`config.mk`:
```
export PLATFORM = sky130hd
export DESIGN_NAME = tar_header_validator
export DESIGN_NICKNAME = d
export VERILOG_FILES = /design/src/hw/rtl/tarhv_pkg.sv /design/src/hw/rtl/tarhv_accum.sv /design/src/hw/rtl/tarhv_offset.sv /design/src/hw/rtl/tar_header_validator.sv
export SDC_FILE = /design/constraint.sdc
export NUM_CORES = 1
export LEC_CHECK = 0
export ABC_CLOCK_PERIOD_IN_PS = 11600
export BUFFER_PORTS_ARGS = -buffer_cell sky130_fd_sc_hd__buf_2
export CORE_UTILIZATION = 47
export CTS_BUF_LIST = sky130_fd_sc_hd__clkbuf_2
export DETAILED_ROUTE_END_ITERATION = 8
export PLACE_DENSITY_LB_ADDON = 0.2
export SYNTH_ARGS = -nofsm -noshare
export SYNTH_HDL_FRONTEND = slang
export SYNTH_HIERARCHICAL = 1
export SYNTH_SLANG_ARGS = --single-unit
export TNS_END_PERCENT = 50
```
`constraint.sdc`:
```
create_clock -name i_clk -period 11.6 [get_ports i_clk]
set_input_delay 0.58 -clock i_clk [delete_from_list [all_inputs] [get_ports i_clk]]
set_output_delay 0.58 -clock i_clk [all_outputs]
set_load 0.02 [all_outputs]
```
`src/hw/rtl/tarhv_pkg.sv`:
```
// ----------------------------------------------------------------------------
// tarhv_pkg
// Shared types, constants and helper functions for the tar header validator.
// ----------------------------------------------------------------------------
`default_nettype none

package tarhv_pkg;

    localparam int HEADER_BYTES = 500;
    localparam int BLOCK_BYTES  = 512;

    localparam int BYTE_W   = 8;
    localparam int OFF_W    = 48;
    localparam int SIZE_W   = 36;
    localparam int CSUM_W   = 24;
    localparam int SUM_W    = 17;
    localparam int IDX_W    = $clog2(HEADER_BYTES);
    localparam int BLK_SH   = $clog2(BLOCK_BYTES);
    localparam int BLKCNT_W = SIZE_W - BLK_SH + 1;

    localparam int S_TDATA_W = ((BYTE_W + OFF_W + 7) / 8) * 8;
    localparam int M_DATA_BITS = SIZE_W + 2 * OFF_W;
    localparam int M_TDATA_W = ((M_DATA_BITS + 7) / 8) * 8;
    localparam int M_TUSER_W = 2;

    localparam logic [IDX_W-1:0] SIZE_FIRST  = IDX_W'(124);
    localparam logic [IDX_W-1:0] SIZE_LAST   = IDX_W'(135);
    localparam logic [IDX_W-1:0] CSUM_FIRST  = IDX_W'(148);
    localparam logic [IDX_W-1:0] CSUM_LAST   = IDX_W'(155);
    localparam logic [IDX_W-1:0] MAGIC_FIRST = IDX_W'(257);
    localparam logic [IDX_W-1:0] MAGIC_LAST  = IDX_W'(264);
    localparam logic [IDX_W-1:0] LAST_INDEX  = IDX_W'(HEADER_BYTES - 1);

    localparam logic [BYTE_W-1:0] SPACE_BYTE = 8'h20;
    localparam logic [BYTE_W-1:0] DIGIT_ZERO = 8'h30;
    localparam logic [BYTE_W-1:0] DIGIT_SEVEN = 8'h37;

    // Magic text "ustar  " plus NUL; byte k sits at bits [8k +: 8].
    localparam logic [63:0] MAGIC_TEXT = {8'h00, 8'h20, 8'h20, 8'h72,
                                          8'h61, 8'h74, 8'h73, 8'h75};

    typedef enum logic [1:0] {
        PH_SKIP,
        PH_DIGITS,
        PH_DONE
    } t_phase;

    typedef struct packed {
        logic [SIZE_W-1:0] value;
        t_phase            phase;
    } t_octal;

    // Per-header summary handed from the accumulator to the top level.
    typedef struct packed {
        logic              last;
        logic              valid;
        logic [SIZE_W-1:0] size;
    } t_hdr_status;

    // One step of the octal field parser: skip leading spaces, then take
    // digits until the first byte that is not an octal digit.
    function automatic t_octal octal_step(t_octal cur, logic [BYTE_W-1:0] b);
        t_octal nxt;
        logic   digit;
        nxt   = cur;
        digit = (b >= DIGIT_ZERO) && (b <= DIGIT_SEVEN);
        unique case (cur.phase)
            PH_SKIP: begin
                if (b != SPACE_BYTE) begin
                    if (digit) begin
                        nxt.value = {{(SIZE_W-3){1'b0}}, b[2:0]};
                        nxt.phase = PH_DIGITS;
                    end else begin
                        nxt.phase = PH_DONE;
                    end
                end
            end
            PH_DIGITS: begin
                if (digit) begin
                    nxt.value = {cur.value[SIZE_W-4:0], b[2:0]};
                end else begin
                    nxt.phase = PH_DONE;
                end
            end
            default: begin
                nxt = cur;
            end
        endcase
        return nxt;
    endfunction

endpackage

`default_nettype wire

```
`src/hw/rtl/tarhv_accum.sv`:
```
// ----------------------------------------------------------------------------
// tarhv_accum
// Per-header running state: byte index, byte sum, octal parsers, magic check.
// ----------------------------------------------------------------------------
`default_nettype none

module tarhv_accum (
    input  wire logic                       i_clk,
    input  wire logic                       i_rst_n,
    input  wire logic                       i_step,
    input  wire logic [tarhv_pkg::BYTE_W-1:0] i_byte,
    input  wire logic                       i_start,
    output tarhv_pkg::t_hdr_status          o_status
);
    import tarhv_pkg::*;

    logic [IDX_W-1:0]  r_index, n_index;
    logic [SUM_W-1:0]  r_sum, n_sum;
    logic [CSUM_W-1:0] r_csum, n_csum;
    t_phase            r_csum_ph, n_csum_ph;
    logic [SIZE_W-1:0] r_size, n_size;
    t_phase            r_size_ph, n_size_ph;
    logic              r_magic, n_magic;

    logic [IDX_W-1:0]  base_idx;
    logic [SUM_W-1:0]  base_sum;
    logic              base_magic;
    t_octal            csum_cur, csum_nxt, size_cur, size_nxt;
    logic              in_csum, in_size, in_magic;
    logic [IDX_W-1:0]  magic_off;
    logic [BYTE_W-1:0] magic_exp;
    logic              is_last;

    // A start flag drops any partial header: work from reset values.
    always_comb begin
        base_idx   = i_start ? '0 : r_index;
        base_sum   = i_start ? '0 : r_sum;
        base_magic = i_start ? 1'b1 : r_magic;
        csum_cur.value = i_start ? '0 : {{(SIZE_W-CSUM_W){1'b0}}, r_csum};
        csum_cur.phase = i_start ? PH_SKIP : r_csum_ph;
        size_cur.value = i_start ? '0 : r_size;
        size_cur.phase = i_start ? PH_SKIP : r_size_ph;

        in_csum  = (base_idx >= CSUM_FIRST) && (base_idx <= CSUM_LAST);
        in_size  = (base_idx >= SIZE_FIRST) && (base_idx <= SIZE_LAST);
        in_magic = (base_idx >= MAGIC_FIRST) && (base_idx <= MAGIC_LAST);
        magic_off = base_idx - MAGIC_FIRST;
        magic_exp = MAGIC_TEXT[{magic_off[2:0], 3'b000} +: BYTE_W];

        csum_nxt = octal_step(csum_cur, i_byte);
        size_nxt = octal_step(size_cur, i_byte);

        // Checksum bytes count as spaces in the sum.
        n_sum = base_sum + {{(SUM_W-BYTE_W){1'b0}}, (in_csum ? SPACE_BYTE : i_byte)};
        n_csum    = in_csum ? csum_nxt.value[CSUM_W-1:0] : csum_cur.value[CSUM_W-1:0];
        n_csum_ph = in_csum ? csum_nxt.phase : csum_cur.phase;
        n_size    = in_size ? size_nxt.value : size_cur.value;
        n_size_ph = in_size ? size_nxt.phase : size_cur.phase;
        n_magic   = base_magic & ~(in_magic && (i_byte != magic_exp));
        n_index   = base_idx + IDX_W'(1);
        is_last   = (base_idx >= LAST_INDEX);
    end

    always_comb begin
        o_status.last  = is_last;
        o_status.valid = n_magic && (n_csum == {{(CSUM_W-SUM_W){1'b0}}, n_sum});
        o_status.size  = n_size;
    end

    always_ff @(posedge i_clk) begin
        if (!i_rst_n) begin
            r_index   <= '0;
            r_sum     <= '0;
            r_csum    <= '0;
            r_csum_ph <= PH_SKIP;
            r_size    <= '0;
            r_size_ph <= PH_SKIP;
            r_magic   <= 1'b1;
        end else if (i_step) begin
            if (is_last) begin
                r_index   <= '0;
                r_sum     <= '0;
                r_csum    <= '0;
                r_csum_ph <= PH_SKIP;
                r_size    <= '0;
                r_size_ph <= PH_SKIP;
                r_magic   <= 1'b1;
            end else begin
                r_index   <= n_index;
                r_sum     <= n_sum;
                r_csum    <= n_csum;
                r_csum_ph <= n_csum_ph;
                r_size    <= n_size;
                r_size_ph <= n_size_ph;
                r_magic   <= n_magic;
            end
        end
    end

`ifndef SYNTH
    a_index_range: assert property (@(posedge i_clk) disable iff (!i_rst_n)
        r_index <= LAST_INDEX)
        else $error("byte index ran past the last header byte");

    a_wrap_after_last: assert property (@(posedge i_clk) disable iff (!i_rst_n)
        (i_step && is_last) |=> (r_index == '0) && r_magic && (r_sum == '0))
        else $error("state not cleared after the last header byte");
`endif

endmodule

`default_nettype wire

```
`src/hw/rtl/tarhv_offset.sv`:
```
// ----------------------------------------------------------------------------
// tarhv_offset
// Data offset and next header offset from the header offset and file size.
// ----------------------------------------------------------------------------
`default_nettype none

module tarhv_offset (
    input  wire logic [tarhv_pkg::OFF_W-1:0]  i_hdr_off,
    input  wire logic [tarhv_pkg::SIZE_W-1:0] i_size,
    output logic      [tarhv_pkg::OFF_W-1:0]  o_data_off,
    output logic      [tarhv_pkg::OFF_W-1:0]  o_next_off,
    output logic                              o_ovf
);
    import tarhv_pkg::*;

    logic [BLKCNT_W-1:0] blk_p1;
    logic [OFF_W:0]      data_sum;
    logic [OFF_W:0]      next_sum;

    // Rounded-up block count plus the header block itself.
    always_comb begin
        blk_p1 = {1'b0, i_size[SIZE_W-1:BLK_SH]} + BLKCNT_W'(1)
               + {{(BLKCNT_W-1){1'b0}}, |i_size[BLK_SH-1:0]};
        data_sum = {1'b0, i_hdr_off} + (OFF_W+1)'(BLOCK_BYTES);
        next_sum = {1'b0, i_hdr_off}
                 + {{(OFF_W+1-BLKCNT_W-BLK_SH){1'b0}}, blk_p1, {BLK_SH{1'b0}}};
        o_data_off = data_sum[OFF_W-1:0];
        o_next_off = next_sum[OFF_W-1:0];
        o_ovf      = data_sum[OFF_W] | next_sum[OFF_W];
    end

endmodule

`default_nettype wire

```
`src/hw/rtl/tar_header_validator.sv`:
```
// ----------------------------------------------------------------------------
// tar_header_validator
// Streams a tar header byte by byte and reports checksum/magic validity,
// file size and the offsets of the file data and of the next header.
// ----------------------------------------------------------------------------
//
//   Channel   Direction  Payload
//   s_axis    in         tdata: byte_value[7:0], hdr_off[55:8]
//                        tuser: start_flag[0]
//   m_axis    out        tdata: entry_size[35:0], data_offset[83:36],
//                               next_hdr_off[131:84], zero pad
//                        tuser: header_valid[0], offset_overflow[1]
//
// Each byte lands in the input register, and the running state is updated from
// it as it moves on. A new byte is taken every cycle unless the input is held
// up as below. The last header byte also loads the result register as it
// moves on from the input register.
// Reset is synchronous and active low; after it the next byte is header byte 0.
// A stalled result only holds up the input when the next last byte needs the
// result register; all other bytes keep flowing.
// ----------------------------------------------------------------------------
`default_nettype none

module tar_header_validator (
    input  wire logic                                i_clk,
    input  wire logic                                i_rst_n,
    input  wire logic                                i_s_axis_tvalid,
    output logic                                     o_s_axis_tready,
    // byte_value [7:0], hdr_off [55:8]
    input  wire logic [tarhv_pkg::S_TDATA_W-1:0]     i_s_axis_tdata,
    // start_flag [0]
    input  wire logic                                i_s_axis_tuser,
    output logic                                     o_m_axis_tvalid,
    input  wire logic                                i_m_axis_tready,
    // entry_size [35:0], data_offset [83:36], next_hdr_off [131:84]
    output logic      [tarhv_pkg::M_TDATA_W-1:0]     o_m_axis_tdata,
    // header_valid [0], offset_overflow [1]
    output logic      [tarhv_pkg::M_TUSER_W-1:0]     o_m_axis_tuser
);
    import tarhv_pkg::*;

    // Input register.
    logic              r_in_valid;
    logic [BYTE_W-1:0] r_in_byte;
    logic              r_in_start;
    logic [OFF_W-1:0]  r_in_off;

    // Result register.
    logic              r_out_valid;
    logic              r_hdr_valid;
    logic [SIZE_W-1:0] r_fsize;
    logic [OFF_W-1:0]  r_doff;
    logic [OFF_W-1:0]  r_noff;
    logic              r_ovf;

    t_hdr_status       status;
    logic [OFF_W-1:0]  data_off;
    logic [OFF_W-1:0]  next_off;
    logic              ovf;
    logic              advance;
    logic              in_xfer;

    // The byte in the input register moves on unless it finishes a header
    // and the result register is still holding an untaken result.
    assign advance = r_in_valid && (!status.last || !r_out_valid || i_m_axis_tready);
    assign o_s_axis_tready = !r_in_valid || advance;
    assign in_xfer = i_s_axis_tvalid && o_s_axis_tready;

    tarhv_accum u_accum (
        .i_clk    (i_clk),
        .i_rst_n  (i_rst_n),
        .i_step   (advance),
        .i_byte   (r_in_byte),
        .i_start  (r_in_start),
        .o_status (status)
    );

    tarhv_offset u_offset (
        .i_hdr_off  (r_in_off),
        .i_size     (status.size),
        .o_data_off (data_off),
        .o_next_off (next_off),
        .o_ovf      (ovf)
    );

    always_ff @(posedge i_clk) begin
        if (!i_rst_n) begin
            r_in_valid <= 1'b0;
        end else if (in_xfer) begin
            r_in_valid <= 1'b1;
        end else if (advance) begin
            r_in_valid <= 1'b0;
        end
    end

    always_ff @(posedge i_clk) begin
        if (in_xfer) begin
            r_in_byte  <= i_s_axis_tdata[BYTE_W-1:0];
            r_in_off   <= i_s_axis_tdata[BYTE_W +: OFF_W];
            r_in_start <= i_s_axis_tuser;
        end
    end

    always_ff @(posedge i_clk) begin
        if (!i_rst_n) begin
            r_out_valid <= 1'b0;
        end else if (advance && status.last) begin
            r_out_valid <= 1'b1;
        end else if (i_m_axis_tready) begin
            r_out_valid <= 1'b0;
        end
    end

    // An invalid header reports all zeros.
    always_ff @(posedge i_clk) begin
        if (advance && status.last) begin
            r_hdr_valid <= status.valid;
            r_fsize     <= status.valid ? status.size : '0;
            r_doff      <= status.valid ? data_off : '0;
            r_noff      <= status.valid ? next_off : '0;
            r_ovf       <= status.valid & ovf;
        end
    end

    assign o_m_axis_tvalid = r_out_valid;
    assign o_m_axis_tdata  = {{(M_TDATA_W-M_DATA_BITS){1'b0}}, r_noff, r_doff, r_fsize};
    assign o_m_axis_tuser  = {r_ovf, r_hdr_valid};

`ifndef SYNTH
    a_invalid_zero: assert property (@(posedge i_clk) disable iff (!i_rst_n)
        (r_out_valid && !r_hdr_valid) |->
            (r_fsize == '0) && (r_doff == '0) && (r_noff == '0) && !r_ovf)
        else $error("invalid header result carries nonzero fields");

    a_last_holds: assert property (@(posedge i_clk) disable iff (!i_rst_n)
        (r_in_valid && status.last && r_out_valid && !i_m_axis_tready) |=>
            (r_in_valid && $stable(r_in_byte) && $stable(r_in_off)))
        else $error("last header byte left the input register during a stall");
`endif

endmodule

`default_nettype wire
```
==> impl_summary.log <==
[metrics] remaining global-route overflow: 0
[metrics] total instance count after detailed placement: 2083
[metrics] start-to-end type of the worst setup path: reg -> reg
[metrics] YS warnings: 6
[metrics] delay of the slowest cell on the worst path: 0.90 ns
[metrics] Syn Area/Cell: between 10 and 15 um^2
[metrics] setup-violating endpoint count in the final report: 0
[metrics] first-pass GRT wire length: 60.94 mm
[metrics] worst clock skew: 0.09015 ns
[metrics] total of flip-flops plus latches after synthesis: 284
[metrics] count of H-tree levels built during CTS: 3
[metrics] root buf cell: sky130_fd_sc_hd__clkbuf_2
[metrics] final core utilization: 0.5534
[metrics] multi-input gate area in the final layout: 7388 um^2
[metrics] count of hold buffers inserted by post-cts repair: 60
[metrics] Total Neg Setup Slack: 0 ns
[metrics] worst-path maximum fanout: 69
[metrics] register-to-register setup slack: 4.45 ns
[metrics] Pre-antenna DRT Iters: 5
[metrics] Max-cap violations: 0
[metrics] leakage dissipation: roughly 6.4 nW
[metrics] worst setup slack before clock tree synthesis: approximately 4.5 ns
[metrics] detailed-route wire length: 38.38 mm
[metrics] Storage cell area: 7597 um^2
[metrics] worst reg-to-reg path cell count: 25
[metrics] pin count of the biggest net entering global routing: 135
[metrics] Least-Margin Pin Slew: 1.124 ns
[metrics] CP max stage cell: sky130_fd_sc_hd__nor2_1
[metrics] setup repair after global routing missed its margin: false
[metrics] kind of capture point of the worst setup path: register
[metrics] category of cells accounting for the largest share of critical-path delay: simple AND/OR/NAND/NOR gates
[metrics] Initial Util: 0.4796
[metrics] # Post-CTS Setup Buffers: 0
[metrics] clock tree from TritonCTS: done
[metrics] final routed DRC violation total: 0
[metrics] Clock transition at path regs: 0.09 ns
[metrics] source of the worst register-to-register timing path: r_in_start
[metrics] number of buffers inserted during clock tree synthesis: 79
[metrics] GP Congestion: 0.9131
[metrics] post-detailed-route via-to-cell ratio: 5.457
[metrics] fraction of layout instances using a drive strength above 1: 0.1879
[metrics] number of library cell types mapped by synthesis: 85
[metrics] path category of the worst min-delay check: in -> reg
[metrics] arrival time at the worst endpoint: 7.85 ns
[metrics] proportion of synthesized flip-flops having asynchronous set or reset: 0
[metrics] Max Transition Viols Final: 0
[metrics] number of antenna violations at the first check in global routing: 1
[metrics] die outline width: 184.4 um
[metrics] core region area: 32620 um^2
[metrics] number of cells upsized or downsized after cts: 0
[metrics] summed instance area of the synthesized netlist: about 16000 um^2
[metrics] worst voltage drop across the vdd grid: 0.00005959 V
[metrics] Post-synth EDFFs: roughly 190
[metrics] total power per unit cell area: 110.4 nW/um^2
[metrics] Hold Crit Endpoint: u_accum/r_magic
[metrics] hold-critical path depth: 3
[metrics] gate count of the mapped netlist: roughly 1500
[metrics] number of sinks handled by clock tree synthesis: 284
[metrics] startpoint type of the worst setup path: register
[metrics] dominant register cell in the synthesized netlist: sky130_fd_sc_hd__edfxtp_1
[metrics] Hold Startpoint: i_rst_n
[metrics] FP Rows: 66
[metrics] overall power: 1.992 mW
[metrics] Relative slew margins: 0.2504
[metrics] Fmax: 139.9 MHz
[metrics] GRT Resource Usage Total: 0.2269
[metrics] number of primary I/O pins: 201
[metrics] vias in the first global route: approximately 12000
[metrics] Final Hold Violating Endpoints: 0
[metrics] Port Buffers: just under 200
[metrics] per-cell routed wire length: 16.82 um
[metrics] layout net count: 1887
[metrics] Clock Tree Buf Depth: 3
[metrics] outcome: complete, no violations
[metrics] worst r2r dst: r_noff[46]
[metrics] fill cell total of the finished layout: 2974
[metrics] final worst-path cycle share: 0.6160
[metrics] overall die area: 34020 um^2
[metrics] setup slack after layout: 4.454 ns
[metrics] number of buffers and inverters on the critical path: 3
[metrics] Cell Count, Final, Fillers Out: about 2300
[metrics] half-perimeter wire length of the detailed placement result: 25.64 mm
[metrics] Clock Latency Late Sink: 0.96 ns
[metrics] fraction of the yosys area taken by sequential cells: 0.4857
[metrics] die height: 184.4 um
[metrics] number of DRC markers in iteration 0: 776
[metrics] growth of design area from synthesis to finish: 15.41%
[metrics] min Tclk post-route: 7.146 ns
[metrics] via total after detailed routing: between 10000 and 15000
[metrics] required time of the worst setup path: 12.31 ns
[metrics] post-route antenna net violation count: 0
[Yosys cell counts (all sizes together) (13+ instances only)]
library cell / n / area (um^2)
edfxtp: 191 / 5736
o21a: 14 / 105.1
a21o: 13 / 97.59
xor2: 40 / 350.3
ha: 42 / 525.5
xnor2: 86 / 753.2
nor2: 59 / 221.5
clkbuf: 47 / 177.7
and3: 23 / 148.9
a22o: 17 / 148.9
inv: 33 / 123.9
nand2: 133 / 499.2
nand3: 59 / 312.8
nor3: 28 / 167.7
and2: 166 / 1038
dfxtp: 93 / 1862
a22oi: 68 / 510.5
nand4: 19 / 125.1
a21boi: 15 / 112.6
a21oi: 66 / 330.3
o21ai: 48 / 244.0
nor2b: 82 / 513.0
buf: 55 / 376.6
[routing by layer]
layer,GRT usage,routed length [um]
met1,0.2916,16920
met2,0.3743,18210
met3,0.04762,2385
met4,0.08567,864
met5,0,0
[registers in the layout, indices dropped and copies added, names as in the netlist, 2 cells and up]
register / flops
r_in_byte: 8
r_fsize: 36
r_doff: 48
u_accum/r_csum_ph: 2
u_accum/r_size: 36
r_noff: 48
u_accum/r_size_ph: 2
u_accum/r_index: 9
u_accum/r_sum: 17
u_accum/r_csum: 24
r_in_off: 48
[kinds of logic (layout without fill, tap and decap cells)]
group,Yosys count,after routing,share of synthesized area
fa+ha+maj,44,44,0.03615
compound gates,319,319,0.1425
flops,284,284,0.4857
other cells,1,8,0.0002397
mux,2,2,0.001280
simple gates,619,619,0.2186
buf+inv,136,437,0.04359
xor+xnor,127,127,0.07199
[worst max path at each step]
| stage | from | to | slack [ns] | depth (start not counted) |
|---|---|---|---|---|
| 6_report | r_in_start | r_noff[46] | 4.45 | 25 |
| 4_1_cts | r_in_start | r_noff[47] | 4.54 | 25 |
| 3_3_place_gp | r_in_start | r_noff[39] | 4.67 | 25 |
| 5_1_grt | r_in_start | r_noff[39] | 3.84 | 25 |
| 3_5_place_dp | r_in_start | r_noff[47] | 4.49 | 25 |
| 2_1_floorplan | r_in_start | r_doff[0] | 3.82 | 8 |
[tightest hold or removal path, stage by stage]
cell	delay (ns)
sky130_fd_sc_hd__buf_2	0.09
sky130_fd_sc_hd__buf_4	0.33
sky130_fd_sc_hd__nand2_1	0.15
[metrics by stage]
step	hold slack, ns	cell area [um^2]
6_report	0.3181	18050
2_1_floorplan	0.4454	15650
4_1_cts	0.2187	18040
3_3_place_gp	0.4579	16740
3_5_place_dp	0.4712	16740
5_1_grt	0.2458	18050
[cells in the final DEF (no fill, tap or decap), drive strengths merged, types with 42 or more instances in the layout]
master         n
buf          208
dfxtp         93
nor2b         82
and2         166
o21ai         48
nor2          59
dlygate4sd3   60
nand2        133
a22oi         68
xnor2         86
a21oi         66
edfxtp       191
ha            42
clkbuf       108
nand3         59
[layout make-up]
cell class | instances | share of cell area
sequential | 284 | 0.4208
multi-input combinational | 1115 | 0.4093
antenna | 4 | 0.0005545
timing repair buffer | 268 | 0.09260
tap | 442 | 0.03063
clock buffer | 108 | 0.02994
clock inverter | 27 | 0.009080
inverter | 34 | 0.007070
[report_power, final]
group	internal (mW)	total, mW	switching [mW]	leakage [nW]
combinational	0.0677	0.154	0.0863	3.60
sequential	1.09	1.12	0.0261	2.23
clock	0.296	0.721	0.425	0.521
total	1.45	1.99	0.538	6.35
(Power assumes the default switching activity.)
